==> config.mk <==
export PLATFORM = sky130hd
export DESIGN_NAME = vibration_motion_hazard_monitor_flat
export DESIGN_NICKNAME = d
export VERILOG_FILES = /design/src/rtl/vmh_pkg.sv /design/src/rtl/vmh_ifs.sv /design/src/rtl/vmh_magnitude.sv /design/src/rtl/vmh_tracker.sv /design/src/rtl/vibration_motion_hazard_monitor.sv /design/src/flat_wrapper.sv
export SDC_FILE = /design/constraint.sdc
export NUM_CORES = 2
export LEC_CHECK = 0
export BUFFER_PORTS_ARGS = -buffer_cell sky130_fd_sc_hd__buf_2
export CORE_MARGIN = 4
export CORE_UTILIZATION = 45
export CTS_CLUSTER_SIZE = 24
export DETAILED_ROUTE_END_ITERATION = 8
export GPL_TIMING_DRIVEN = 0
export HOLD_SLACK_MARGIN = 0.03
export PLACE_DENSITY = 0.71
export SLEW_MARGIN = 30
export SYNTH_ARGS = -nofsm -noshare
export SYNTH_HDL_FRONTEND = slang
export SYNTH_SLANG_ARGS = --single-unit
==> constraint.sdc <==
create_clock -name clk_i -period 22.1 [get_ports clk_i]
set_clock_uncertainty 0.1 [all_clocks]
set_input_delay 6.63 -clock clk_i [delete_from_list [all_inputs] [get_ports clk_i]]
set_output_delay 6.63 -clock clk_i [all_outputs]
set_load 0.02 [all_outputs]
==> src/rtl/vmh_pkg.sv <==
// types, codes and thresholds of the vibration and motion hazard monitor
// no dependencies; used by every other file of the block but assert_macros.svh
package vmh_pkg;

  localparam int unsigned CFG_IDX_W  = 3;
  localparam int unsigned CFG_DATA_W = 10;

  typedef enum logic [1:0] {
    MODE_IDLE = 2'd0,
    MODE_CAL  = 2'd1,
    MODE_MON  = 2'd2
  } op_mode_e;

  typedef enum logic [CFG_IDX_W-1:0] {
    REG_OP_MODE     = 3'd0,
    REG_RES_SEED    = 3'd1,
    REG_MOTION_HOLD = 3'd2,
    REG_PEAK_HOLD   = 3'd3,
    REG_HAZARD_ON   = 3'd4,
    REG_COUNT_LIMIT = 3'd5
  } cfg_idx_e;

  // register reset values
  localparam logic [1:0] RST_OP_MODE     = 2'd0;
  localparam logic [9:0] RST_RES_SEED    = 10'd160;
  localparam logic [9:0] RST_MOTION_HOLD = 10'd100;
  localparam logic [9:0] RST_PEAK_HOLD   = 10'd60;
  localparam logic [3:0] RST_HAZARD_ON   = 4'd5;
  localparam logic [3:0] RST_COUNT_LIMIT = 4'd10;

  // squared accel magnitude bounds, raw units (1 g = 16384 lsb)
  // motion band 0.85..1.15 g: floor of the rational bound, compared > and <=
  localparam logic [31:0] ACC_MOTION_HI = 32'((64'd529 << 24) / 64'd25);
  localparam logic [31:0] ACC_MOTION_LO = 32'((64'd289 << 24) / 64'd25);
  // tap band 0.75..1.25 g, exact in raw units
  localparam logic [31:0] ACC_TAP_HI    = 32'(64'd25 << 24);
  localparam logic [31:0] ACC_TAP_LO    = 32'(64'd9 << 24);
  // squared gyro limits, (20 dps * 131)^2 and (35 dps * 131)^2
  localparam logic [31:0] GYRO_MOTION_SQ = 32'd6864400;
  localparam logic [31:0] GYRO_TAP_SQ    = 32'd21022225;

  localparam logic [11:0] MAG_QUARTER_G     = 12'd64;
  localparam logic [11:0] MAG_HIGH_LIMIT    = 12'd460;
  localparam logic [15:0] ENERGY_HIGH_LIMIT = 16'd640;
  localparam logic [9:0]  FREQ_MIN_LOCK     = 10'd32;
  localparam logic [9:0]  FREQ_MAX_LOCK     = 10'd720;
  localparam logic [9:0]  FREQ_NEAR_TOL     = 10'd40;

  typedef struct packed {
    logic               sensor_ok;
    logic signed [15:0] accel_x;
    logic signed [15:0] accel_y;
    logic signed [15:0] accel_z;
    logic signed [15:0] gyro_x;
    logic signed [15:0] gyro_y;
    logic signed [15:0] gyro_z;
    logic               frame_valid;
    logic [9:0]         spectrum_peak_freq;
    logic [11:0]        spectrum_peak_mag;
    logic [15:0]        spectrum_band_energy;
    logic               clear_tap;
  } sample_t;

  typedef struct packed {
    logic        motion_detected;
    logic [9:0]  live_freq;
    logic [11:0] live_mag;
    logic [9:0]  locked_freq;
    logic [15:0] last_band_energy;
    logic        hazard;
    logic        tap_seen;
    logic [3:0]  sustain_level;
  } result_t;

  // sample reduced to its motion and tap decisions
  typedef struct packed {
    logic        sensor_ok;
    logic        moving;
    logic        tap;
    logic        frame_valid;
    logic [9:0]  peak_freq;
    logic [11:0] peak_mag;
    logic [15:0] band_energy;
    logic        clear_tap;
  } frame_t;

  typedef struct packed {
    logic [1:0] op_mode;
    logic [9:0] motion_hold;
    logic [9:0] peak_hold;
    logic [3:0] hazard_on_count;
    logic [3:0] count_limit;
  } cfg_t;

  typedef struct packed {
    logic       load;
    logic [9:0] value;
  } seed_wr_t;

  typedef struct packed {
    logic sq_load;
    logic fl_load;
    logic out_load;
  } pipe_ctl_t;

endpackage

==> src/rtl/vmh_ifs.sv <==
// request channels of the monitor: sample in, result out, register write
// depends on vmh_pkg
interface vmh_sample_if;
  logic              valid;
  logic              ready;
  vmh_pkg::sample_t  data;
  modport source (output valid, output data, input ready);
  modport sink   (input valid, input data, output ready);
endinterface

interface vmh_result_if;
  logic              valid;
  logic              ready;
  vmh_pkg::result_t  data;
  modport source (output valid, output data, input ready);
  modport sink   (input valid, input data, output ready);
endinterface

interface vmh_cfg_if;
  logic                             valid;
  logic                             ready;
  logic [vmh_pkg::CFG_IDX_W-1:0]    index;
  logic [vmh_pkg::CFG_DATA_W-1:0]   data;
  modport source (output valid, output index, output data, input ready);
  modport sink   (input valid, input index, input data, output ready);
endinterface

==> src/rtl/vmh_magnitude.sv <==
// squared accel and gyro magnitudes and the motion and tap decisions
// two register stages; depends on vmh_pkg
module vmh_magnitude (
  input  logic               clk_i,
  input  vmh_pkg::pipe_ctl_t ctl_i,
  input  vmh_pkg::sample_t   sample_i,
  output vmh_pkg::frame_t    frame_o
);

  logic signed [15:0] axis [6];
  logic signed [31:0] prod [6];
  logic [30:0]        sq_d [6];
  logic [30:0]        sq_q [6];
  vmh_pkg::frame_t    pass_d;
  vmh_pkg::frame_t    pass_q;
  vmh_pkg::frame_t    frame_d;
  vmh_pkg::frame_t    frame_q;
  logic [31:0]        acc_sum;
  logic [31:0]        gyr_sum;

  assign axis[0] = sample_i.accel_x;
  assign axis[1] = sample_i.accel_y;
  assign axis[2] = sample_i.accel_z;
  assign axis[3] = sample_i.gyro_x;
  assign axis[4] = sample_i.gyro_y;
  assign axis[5] = sample_i.gyro_z;

  // a square of a 16 bit value is at most 2^30
  always_comb begin
    for (int k = 0; k < 6; k++) begin
      prod[k] = axis[k] * axis[k];
      sq_d[k] = prod[k][30:0];
    end
  end

  always_comb begin
    pass_d             = '0;
    pass_d.sensor_ok   = sample_i.sensor_ok;
    pass_d.frame_valid = sample_i.frame_valid;
    pass_d.peak_freq   = sample_i.spectrum_peak_freq;
    pass_d.peak_mag    = sample_i.spectrum_peak_mag;
    pass_d.band_energy = sample_i.spectrum_band_energy;
    pass_d.clear_tap   = sample_i.clear_tap;
  end

  always_ff @(posedge clk_i) begin
    if (ctl_i.sq_load) begin
      sq_q   <= sq_d;
      pass_q <= pass_d;
    end
  end

  // three squares sum below 2^32
  assign acc_sum = 32'(sq_q[0]) + 32'(sq_q[1]) + 32'(sq_q[2]);
  assign gyr_sum = 32'(sq_q[3]) + 32'(sq_q[4]) + 32'(sq_q[5]);

  always_comb begin
    frame_d        = pass_q;
    frame_d.moving = (acc_sum > vmh_pkg::ACC_MOTION_HI) ||
                     (acc_sum <= vmh_pkg::ACC_MOTION_LO) ||
                     (gyr_sum > vmh_pkg::GYRO_MOTION_SQ);
    frame_d.tap    = (acc_sum > vmh_pkg::ACC_TAP_HI) ||
                     (acc_sum < vmh_pkg::ACC_TAP_LO) ||
                     (gyr_sum > vmh_pkg::GYRO_TAP_SQ);
  end

  always_ff @(posedge clk_i) begin
    if (ctl_i.fl_load) begin
      frame_q <= frame_d;
    end
  end

  assign frame_o = frame_q;

endmodule

==> src/rtl/vmh_tracker.sv <==
// motion hold, tap latch, resonance lock, live peak, sustain counter, hazard
// state doubles as the result register; depends on vmh_pkg
module vmh_tracker (
  input  logic              clk_i,
  input  logic              rst_ni,
  input  logic              load_i,
  input  vmh_pkg::frame_t   frame_i,
  input  vmh_pkg::cfg_t     cfg_i,
  input  vmh_pkg::seed_wr_t seed_i,
  output vmh_pkg::result_t  result_o
);

  logic        motion_flag_q, motion_flag_d;
  logic        hazard_q, hazard_d;
  logic        tap_q, tap_d;
  logic [9:0]  motion_timer_q, motion_timer_d;
  logic [9:0]  peak_timer_q, peak_timer_d;
  logic [9:0]  held_freq_q, held_freq_d;
  logic [11:0] held_mag_q, held_mag_d;
  logic [15:0] held_energy_q, held_energy_d;
  logic [9:0]  lock_q, lock_d;
  logic [3:0]  sustain_q, sustain_d;
  logic [9:0]  gated;
  logic [9:0]  diff;
  logic        near;
  logic        high;

  always_comb begin
    tap_d          = tap_q & ~frame_i.clear_tap;
    motion_timer_d = (motion_timer_q != '0) ? motion_timer_q - 10'd1 : motion_timer_q;
    peak_timer_d   = (peak_timer_q != '0) ? peak_timer_q - 10'd1 : peak_timer_q;
    motion_flag_d  = motion_flag_q;
    hazard_d       = hazard_q;
    held_freq_d    = held_freq_q;
    held_mag_d     = held_mag_q;
    held_energy_d  = held_energy_q;
    lock_d         = lock_q;
    sustain_d      = sustain_q;
    gated          = '0;
    diff           = '0;
    near           = 1'b0;
    high           = 1'b0;

    if (!frame_i.sensor_ok) begin
      motion_flag_d = 1'b0;
      hazard_d      = 1'b0;
    end else begin
      if (frame_i.moving) begin
        motion_timer_d = cfg_i.motion_hold;
        motion_flag_d  = 1'b1;
      end else if (motion_timer_d == '0) begin
        motion_flag_d = 1'b0;
      end

      if (frame_i.frame_valid && (cfg_i.op_mode == vmh_pkg::MODE_CAL)) begin
        if (frame_i.tap) begin
          tap_d = 1'b1;
        end
        held_freq_d = frame_i.peak_freq;
        held_mag_d  = frame_i.peak_mag;
        if (tap_d && (frame_i.peak_mag > vmh_pkg::MAG_QUARTER_G) &&
            (frame_i.peak_freq >= vmh_pkg::FREQ_MIN_LOCK) &&
            (frame_i.peak_freq <= vmh_pkg::FREQ_MAX_LOCK)) begin
          lock_d = frame_i.peak_freq;
        end
      end else if (frame_i.frame_valid && (cfg_i.op_mode == vmh_pkg::MODE_MON)) begin
        // noise gate: quiet and weak peaks count as no peak
        gated = (!motion_flag_d && (frame_i.peak_mag < vmh_pkg::MAG_QUARTER_G)) ?
                '0 : frame_i.peak_freq;
        if (gated != '0) begin
          held_freq_d  = gated;
          held_mag_d   = frame_i.peak_mag;
          peak_timer_d = cfg_i.peak_hold;
        end else if (peak_timer_d == '0) begin
          held_freq_d = '0;
          held_mag_d  = '0;
        end
        held_energy_d = frame_i.band_energy;

        diff = (held_freq_d > lock_q) ? held_freq_d - lock_q : lock_q - held_freq_d;
        near = (held_freq_d != '0) && (diff <= vmh_pkg::FREQ_NEAR_TOL);
        high = (frame_i.band_energy > vmh_pkg::ENERGY_HIGH_LIMIT) ||
               (frame_i.peak_mag > vmh_pkg::MAG_HIGH_LIMIT);

        if (near && high) begin
          if (sustain_q < cfg_i.count_limit) begin
            sustain_d = sustain_q + 4'd1;
          end
        end else if (sustain_q != '0) begin
          sustain_d = sustain_q - 4'd1;
        end

        // hysteresis: set at the on level, clear at zero (or when the sensor fails)
        if (sustain_d >= cfg_i.hazard_on_count) begin
          hazard_d = 1'b1;
        end else if (sustain_d == '0) begin
          hazard_d = 1'b0;
        end
      end
    end
  end

  always_ff @(posedge clk_i or negedge rst_ni) begin
    if (!rst_ni) begin
      motion_flag_q  <= 1'b0;
      hazard_q       <= 1'b0;
      tap_q          <= 1'b0;
      motion_timer_q <= '0;
      peak_timer_q   <= '0;
      held_freq_q    <= '0;
      held_mag_q     <= '0;
      held_energy_q  <= '0;
      lock_q         <= vmh_pkg::RST_RES_SEED;
      sustain_q      <= '0;
    end else begin
      if (load_i) begin
        motion_flag_q  <= motion_flag_d;
        hazard_q       <= hazard_d;
        tap_q          <= tap_d;
        motion_timer_q <= motion_timer_d;
        peak_timer_q   <= peak_timer_d;
        held_freq_q    <= held_freq_d;
        held_mag_q     <= held_mag_d;
        held_energy_q  <= held_energy_d;
        sustain_q      <= sustain_d;
      end
      if (seed_i.load) begin
        lock_q <= seed_i.value;
      end else if (load_i) begin
        lock_q <= lock_d;
      end
    end
  end

  assign result_o.motion_detected  = motion_flag_q;
  assign result_o.live_freq        = held_freq_q;
  assign result_o.live_mag         = held_mag_q;
  assign result_o.locked_freq      = lock_q;
  assign result_o.last_band_energy = held_energy_q;
  assign result_o.hazard           = hazard_q;
  assign result_o.tap_seen         = tap_q;
  assign result_o.sustain_level    = sustain_q;

endmodule

==> src/rtl/vibration_motion_hazard_monitor.sv <==
// a result is valid once its sample has passed all four pipeline registers
// throughput: one sample per cycle unless a stalled result holds the pipe,
//   set by the pipeline (input, squares, motion/tap compares, state update)
// reset: state and config to defaults, pipeline empty, lock 160
// depends on vmh_pkg, vmh_ifs, vmh_magnitude, vmh_tracker
module vibration_motion_hazard_monitor (
  input  logic         clk_i,
  input  logic         rst_ni,
  vmh_sample_if.sink   sample_i,
  vmh_result_if.source result_o,
  vmh_cfg_if.sink      cfg_i
);

  // pipeline occupancy
  logic               v_in_q, v_sq_q, v_fl_q, v_out_q;
  logic               in_load;
  logic               in_free, sq_free, fl_free;
  vmh_pkg::pipe_ctl_t ctl;
  vmh_pkg::sample_t   in_q;
  vmh_pkg::frame_t    frame;
  vmh_pkg::cfg_t      cfg_q;
  vmh_pkg::seed_wr_t  seed_wr;
  logic               cfg_we;

  // each stage moves on when the one below is empty or moving too,
  // so a stalled result still leaves room for new samples behind it
  assign ctl.out_load = v_fl_q && (!v_out_q || result_o.ready);
  assign fl_free      = !v_fl_q || ctl.out_load;
  assign ctl.fl_load  = v_sq_q && fl_free;
  assign sq_free      = !v_sq_q || ctl.fl_load;
  assign ctl.sq_load  = v_in_q && sq_free;
  assign in_free      = !v_in_q || ctl.sq_load;
  assign in_load      = sample_i.valid && in_free;

  assign sample_i.ready = in_free;

  always_ff @(posedge clk_i or negedge rst_ni) begin
    if (!rst_ni) begin
      v_in_q  <= 1'b0;
      v_sq_q  <= 1'b0;
      v_fl_q  <= 1'b0;
      v_out_q <= 1'b0;
    end else begin
      if (in_free) begin
        v_in_q <= sample_i.valid;
      end
      if (sq_free) begin
        v_sq_q <= v_in_q;
      end
      if (fl_free) begin
        v_fl_q <= v_sq_q;
      end
      if (!v_out_q || result_o.ready) begin
        v_out_q <= v_fl_q;
      end
    end
  end

  // input register, payload only
  always_ff @(posedge clk_i) begin
    if (in_load) begin
      in_q <= sample_i.data;
    end
  end

  // register writes are always taken
  assign cfg_i.ready = 1'b1;
  assign cfg_we      = cfg_i.valid;

  // the seed write goes straight into the resonance lock
  assign seed_wr.load  = cfg_we && (cfg_i.index == vmh_pkg::REG_RES_SEED);
  assign seed_wr.value = cfg_i.data;

  always_ff @(posedge clk_i or negedge rst_ni) begin
    if (!rst_ni) begin
      cfg_q.op_mode         <= vmh_pkg::RST_OP_MODE;
      cfg_q.motion_hold     <= vmh_pkg::RST_MOTION_HOLD;
      cfg_q.peak_hold       <= vmh_pkg::RST_PEAK_HOLD;
      cfg_q.hazard_on_count <= vmh_pkg::RST_HAZARD_ON;
      cfg_q.count_limit     <= vmh_pkg::RST_COUNT_LIMIT;
    end else if (cfg_we) begin
      unique case (cfg_i.index)
        vmh_pkg::REG_OP_MODE:     cfg_q.op_mode         <= cfg_i.data[1:0];
        vmh_pkg::REG_MOTION_HOLD: cfg_q.motion_hold     <= cfg_i.data;
        vmh_pkg::REG_PEAK_HOLD:   cfg_q.peak_hold       <= cfg_i.data;
        vmh_pkg::REG_HAZARD_ON:   cfg_q.hazard_on_count <= cfg_i.data[3:0];
        vmh_pkg::REG_COUNT_LIMIT: cfg_q.count_limit     <= cfg_i.data[3:0];
        default: begin
          // seed is handled by the tracker, other indexes are ignored
        end
      endcase
    end
  end

  // squares, then motion and tap compares
  vmh_magnitude u_magnitude (
    .clk_i    (clk_i),
    .ctl_i    (ctl),
    .sample_i (in_q),
    .frame_o  (frame)
  );

  // state update; its registers hold the pending result
  vmh_tracker u_tracker (
    .clk_i    (clk_i),
    .rst_ni   (rst_ni),
    .load_i   (ctl.out_load),
    .frame_i  (frame),
    .cfg_i    (cfg_q),
    .seed_i   (seed_wr),
    .result_o (result_o.data)
  );

  assign result_o.valid = v_out_q;

endmodule

==> src/flat_wrapper.sv <==
// flat-port wrapper written by rule: the top's interface ports become plain ports
module vibration_motion_hazard_monitor_flat 
  (clk_i, rst_ni, sample_i_valid, sample_i_data, sample_i_ready, result_o_valid, result_o_data, result_o_ready, cfg_i_valid, cfg_i_index, cfg_i_data, cfg_i_ready);
  vmh_sample_if sample_i_i ();
  vmh_result_if result_o_i ();
  vmh_cfg_if cfg_i_i ();
  input  logic clk_i;
  input  logic rst_ni;
  input wire logic [$bits(sample_i_i.valid)-1:0] sample_i_valid;
  input wire logic [$bits(sample_i_i.data)-1:0] sample_i_data;
  output wire logic [$bits(sample_i_i.ready)-1:0] sample_i_ready;
  output wire logic [$bits(result_o_i.valid)-1:0] result_o_valid;
  output wire logic [$bits(result_o_i.data)-1:0] result_o_data;
  input wire logic [$bits(result_o_i.ready)-1:0] result_o_ready;
  input wire logic [$bits(cfg_i_i.valid)-1:0] cfg_i_valid;
  input wire logic [$bits(cfg_i_i.index)-1:0] cfg_i_index;
  input wire logic [$bits(cfg_i_i.data)-1:0] cfg_i_data;
  output wire logic [$bits(cfg_i_i.ready)-1:0] cfg_i_ready;
  assign sample_i_i.valid = sample_i_valid;
  assign sample_i_i.data = sample_i_data;
  assign sample_i_ready = sample_i_i.ready;
  assign result_o_valid = result_o_i.valid;
  assign result_o_data = result_o_i.data;
  assign result_o_i.ready = result_o_ready;
  assign cfg_i_i.valid = cfg_i_valid;
  assign cfg_i_i.index = cfg_i_index;
  assign cfg_i_i.data = cfg_i_data;
  assign cfg_i_ready = cfg_i_i.ready;
  vibration_motion_hazard_monitor u_core (.clk_i(clk_i), .rst_ni(rst_ni), .sample_i(sample_i_i), .result_o(result_o_i), .cfg_i(cfg_i_i));
endmodule
==> out/metrics.yaml <==
result_of_the_run: "finished, final reports clean"
worst_path_largest_cell_delay_ns: 0.20
drive_above_1_share_pct: 6.26
worst-r2r-setup-slack_ns: 13.58
worst_path_max_delay_cell: "buf_2"
synth-main-ff-cell: "edfxtp_1"
met3_usage_pct: 3.85
area.growth.synth_to_final_pct: 8.68
port-buffer-count: 210
finalCritPeriodShare_pct: 63.6
clock_edge_transition_at_the_registers_on_the_reported_setup_and_hold_paths_ns: 0.06
worst_slew_margin_rel_pct: 33.2
clk-insertion-delay-late_ns: 0.68
top_usage_layer: "met2"
fin_area_sq_um: 80400
drc: 0
grt_pass1_wl_mm: 282
dp.final_hpwl_mm: 142
globalRouteMet1Util_pct: 29.2
finalSetupViolCount: 0
syn-cell-area_sq_um: 74000
cts_buffers: 68
critical_path.most_common_cell: "buf_2"
critPathLaunchType: "input pin"
final_net_count: 9612
maxCapViolCount: 0
num_vias: 49000
synthesis.yosys.warnings: 0
endpoint_kind: "output port"
r2r_start: "u_core.u_tracker.motion_timer_q[0]"
worst_pin_slew_ns: 0.993
crit_type: "in2out"
timing.critical_path.cells: "buf_2 > nor2b_1 > nand4_1 > buf_2"
vias_in_the_first_global_route: 53600
antenna_found_initial: 13
hold_path_end: "u_core.u_magnitude.frame_o[39]"
global_route.usage.met2_pct: 33.3
post_cts_buffers: 0
hold_worst_slack_ns: 0.309
critical_path.reg2reg.endpoint: "u_core.u_tracker.hazard_q"
resized_gates_after_cts: 0
arrival_time_at_the_worst_endpoint_ns: 7.32
row_count: 148
netlist_instances: 7127
cts_hold_buf: 0
yosysSeqAreaShare_pct: 20.0
die_w_um: 413
synth_edf_count: 401
grt_start_max_net_pins: 58
die-height_um: 413
grt_overflow_total: 0
cts_buffer_depth: 3
wire_per_inst_um: 17.6
unrepaired_setup_endpoints_after_global_routing: "no"
initial_core_util_pct: 45.3
synth_top_area_share_pct: 39.5
worstRegToRegCells: 34
htreeDepth: 3
cp_num_buf_inv: 2
gp_routability_congestion: 0.932
worstPathRequired_ns: 15.37
track_usage_pct: 20.7
synth.largest_area_cell: "fa_1"
drt_first_iter_violations: 3289
sinks_on_clock_net: 510
drtAntennaViolNets: 0
syn-mean-instance-area_sq_um: 10.4
synth.top_cells.by_area: "fa_1 (40%), edfxtp_1 (16%), ha_1 (9.7%)"
detail_route.wirelength_mm: 170
hold_viol: 0
total_negative_slack_for_setup_checks_ns: 0
dr.pass1.iters: 5
count_of_distinct_cell_types_in_the_synthesized_netlist: 90
hold_path_depth: 0
hold_class: "reg2reg"
max_clock_freq_ghz: 0.0712
synth.ff_latch_count: 510
fin_crit_ns: 14.05
min-delay-start: "u_core.u_magnitude.frame_d[39]"
ios: 213
async_flop_share_pct: 21.4
vias_per_cell: 5.08
placement.cell_area_sq_um: 78000
tritoncts_clock_tree: "yes"
dieArea_sq_um: 171000
clock-root-buffer: "clkbuf_16"
cp_top_family: "simple AND/OR/NAND/NOR gates"
final_max_slew_violation_count: 0
core_area_sq_um: 163000
timing.critical_path.fanout_max: 3
[synthesized netlist by cell type (96+ instances only)]
cell and number:
edfxtp_1 401, o21ai_0 148, dfrtp_1 96, inv_1 1877, and2_1 284, xnor2_1 211, clkbuf_1 156, fa_1 1460
nand2_1 546, a21oi_1 222, ha_1 575, nor2_1 264
[per-layer routing]
layer / vias to the layer above / wire length [um]
li1: 22400 / -
met1: 24900 / 74400
met2: 1410 / 78800
met3: 233 / 12400
met4: 12 / 3860
met5: - / 75
[kinds of logic (layout without fill, tap and decap cells)]
logic type,after synthesis,in the layout,share of synthesized area (%)
buffers and inverters,2052,2397,10.4
adders and majority gates,2035,2035,49.2
and+or+nand+nor,1446,1446,9.47
AOI/OAI and AO/OA,696,696,6.02
DFF,510,510,20.0
xor gates and xnor gates,293,293,3.47
muxes,93,93,1.37
other,2,16,0.0102
[layout by cell type (no fill, tap or decap), drive strengths merged, types with 54 or more instances in the layout]
cell type and n:
edfxtp 401, buf 234, nand2 546, clkbuf 244, nand3 54, mux2 69, inv 1888, fa 1460
nor3 56, xnor2 211, nand2b 65, ha 575, a21oi 223, xor2 82, nor2 264, a21o 72
and2 285, dfrtp 96, o21ai 153
[per-stage QoR]
stage	utilization (%)	cells	setup WS [ns]
floorplan	-	7132	8.30
global placement	47.7	9517	7.00
detailed placement	47.8	9527	8.09
CTS	49.3	9652	8.07
global route	49.3	9654	7.99
finish	49.3	9661	8.05
[how the worst max path moves through the flow]
stage	start	end	slack, ns	cells after the start
2_1_floorplan	result_o_ready	sample_i_ready	8.30	2
3_3_place_gp	result_o_ready	u_core.u_magnitude.sq_q[143]	7.00	4
6_report	result_o_ready	sample_i_ready	8.05	4
5_1_grt	result_o_ready	sample_i_ready	7.99	4
4_1_cts	result_o_ready	sample_i_ready	8.07	4
3_5_place_dp	result_o_ready	sample_i_ready	8.09	4
[final cells by class]
type / count / area (sq um)
timing repair buffer: 220 / 1310
inverter: 1882 / 7060
buffer: 170 / 661
fill: 14700 / 82700
tap: 2175 / 2720
sequential: 510 / 14800
clock inverter: 37 / 430
antenna: 9 / 22.5
multi-input combinational: 4570 / 51500
clock buffer: 88 / 1910
[sequential cells by signal, indices dropped and copies added, names as in the netlist]
name and flops:
u_core.u_tracker.sustain_q 4, u_core.v_fl_q 1, u_core.u_tracker.held_freq_q 10, u_core.u_tracker.lock_q 10, u_core.in_q 137, u_core.result_o.valid 1, u_core.u_tracker.held_mag_q 12, u_core.u_tracker.held_energy_q 16
u_core.v_in_q 1, u_core.u_magnitude.frame_d 41, u_core.u_tracker.motion_timer_q 10, u_core.u_tracker.motion_flag_q 1, u_core.u_tracker.hazard_q 1, u_core.v_sq_q 1, u_core.u_tracker.peak_timer_q 10, u_core.u_magnitude.frame_o 43
u_core.cfg_q 30, u_core.u_magnitude.sq_q 180, u_core.u_tracker.tap_q 1
[worst reg2reg max path: cells and delay by family, from the launching register on]
kind | cells | cell delay, ns
compound gates | 13 | 2.79
flops | 1 | 0.35
xor+xnor | 1 | 0.12
fa+ha+maj | 3 | 0.76
buf+inv | 5 | 0.79
simple gates | 10 | 2.70
mux | 2 | 0.80
Power is not shown: default switching activity piles up to over one toggle a cycle in this logic, so the estimate is an artifact.
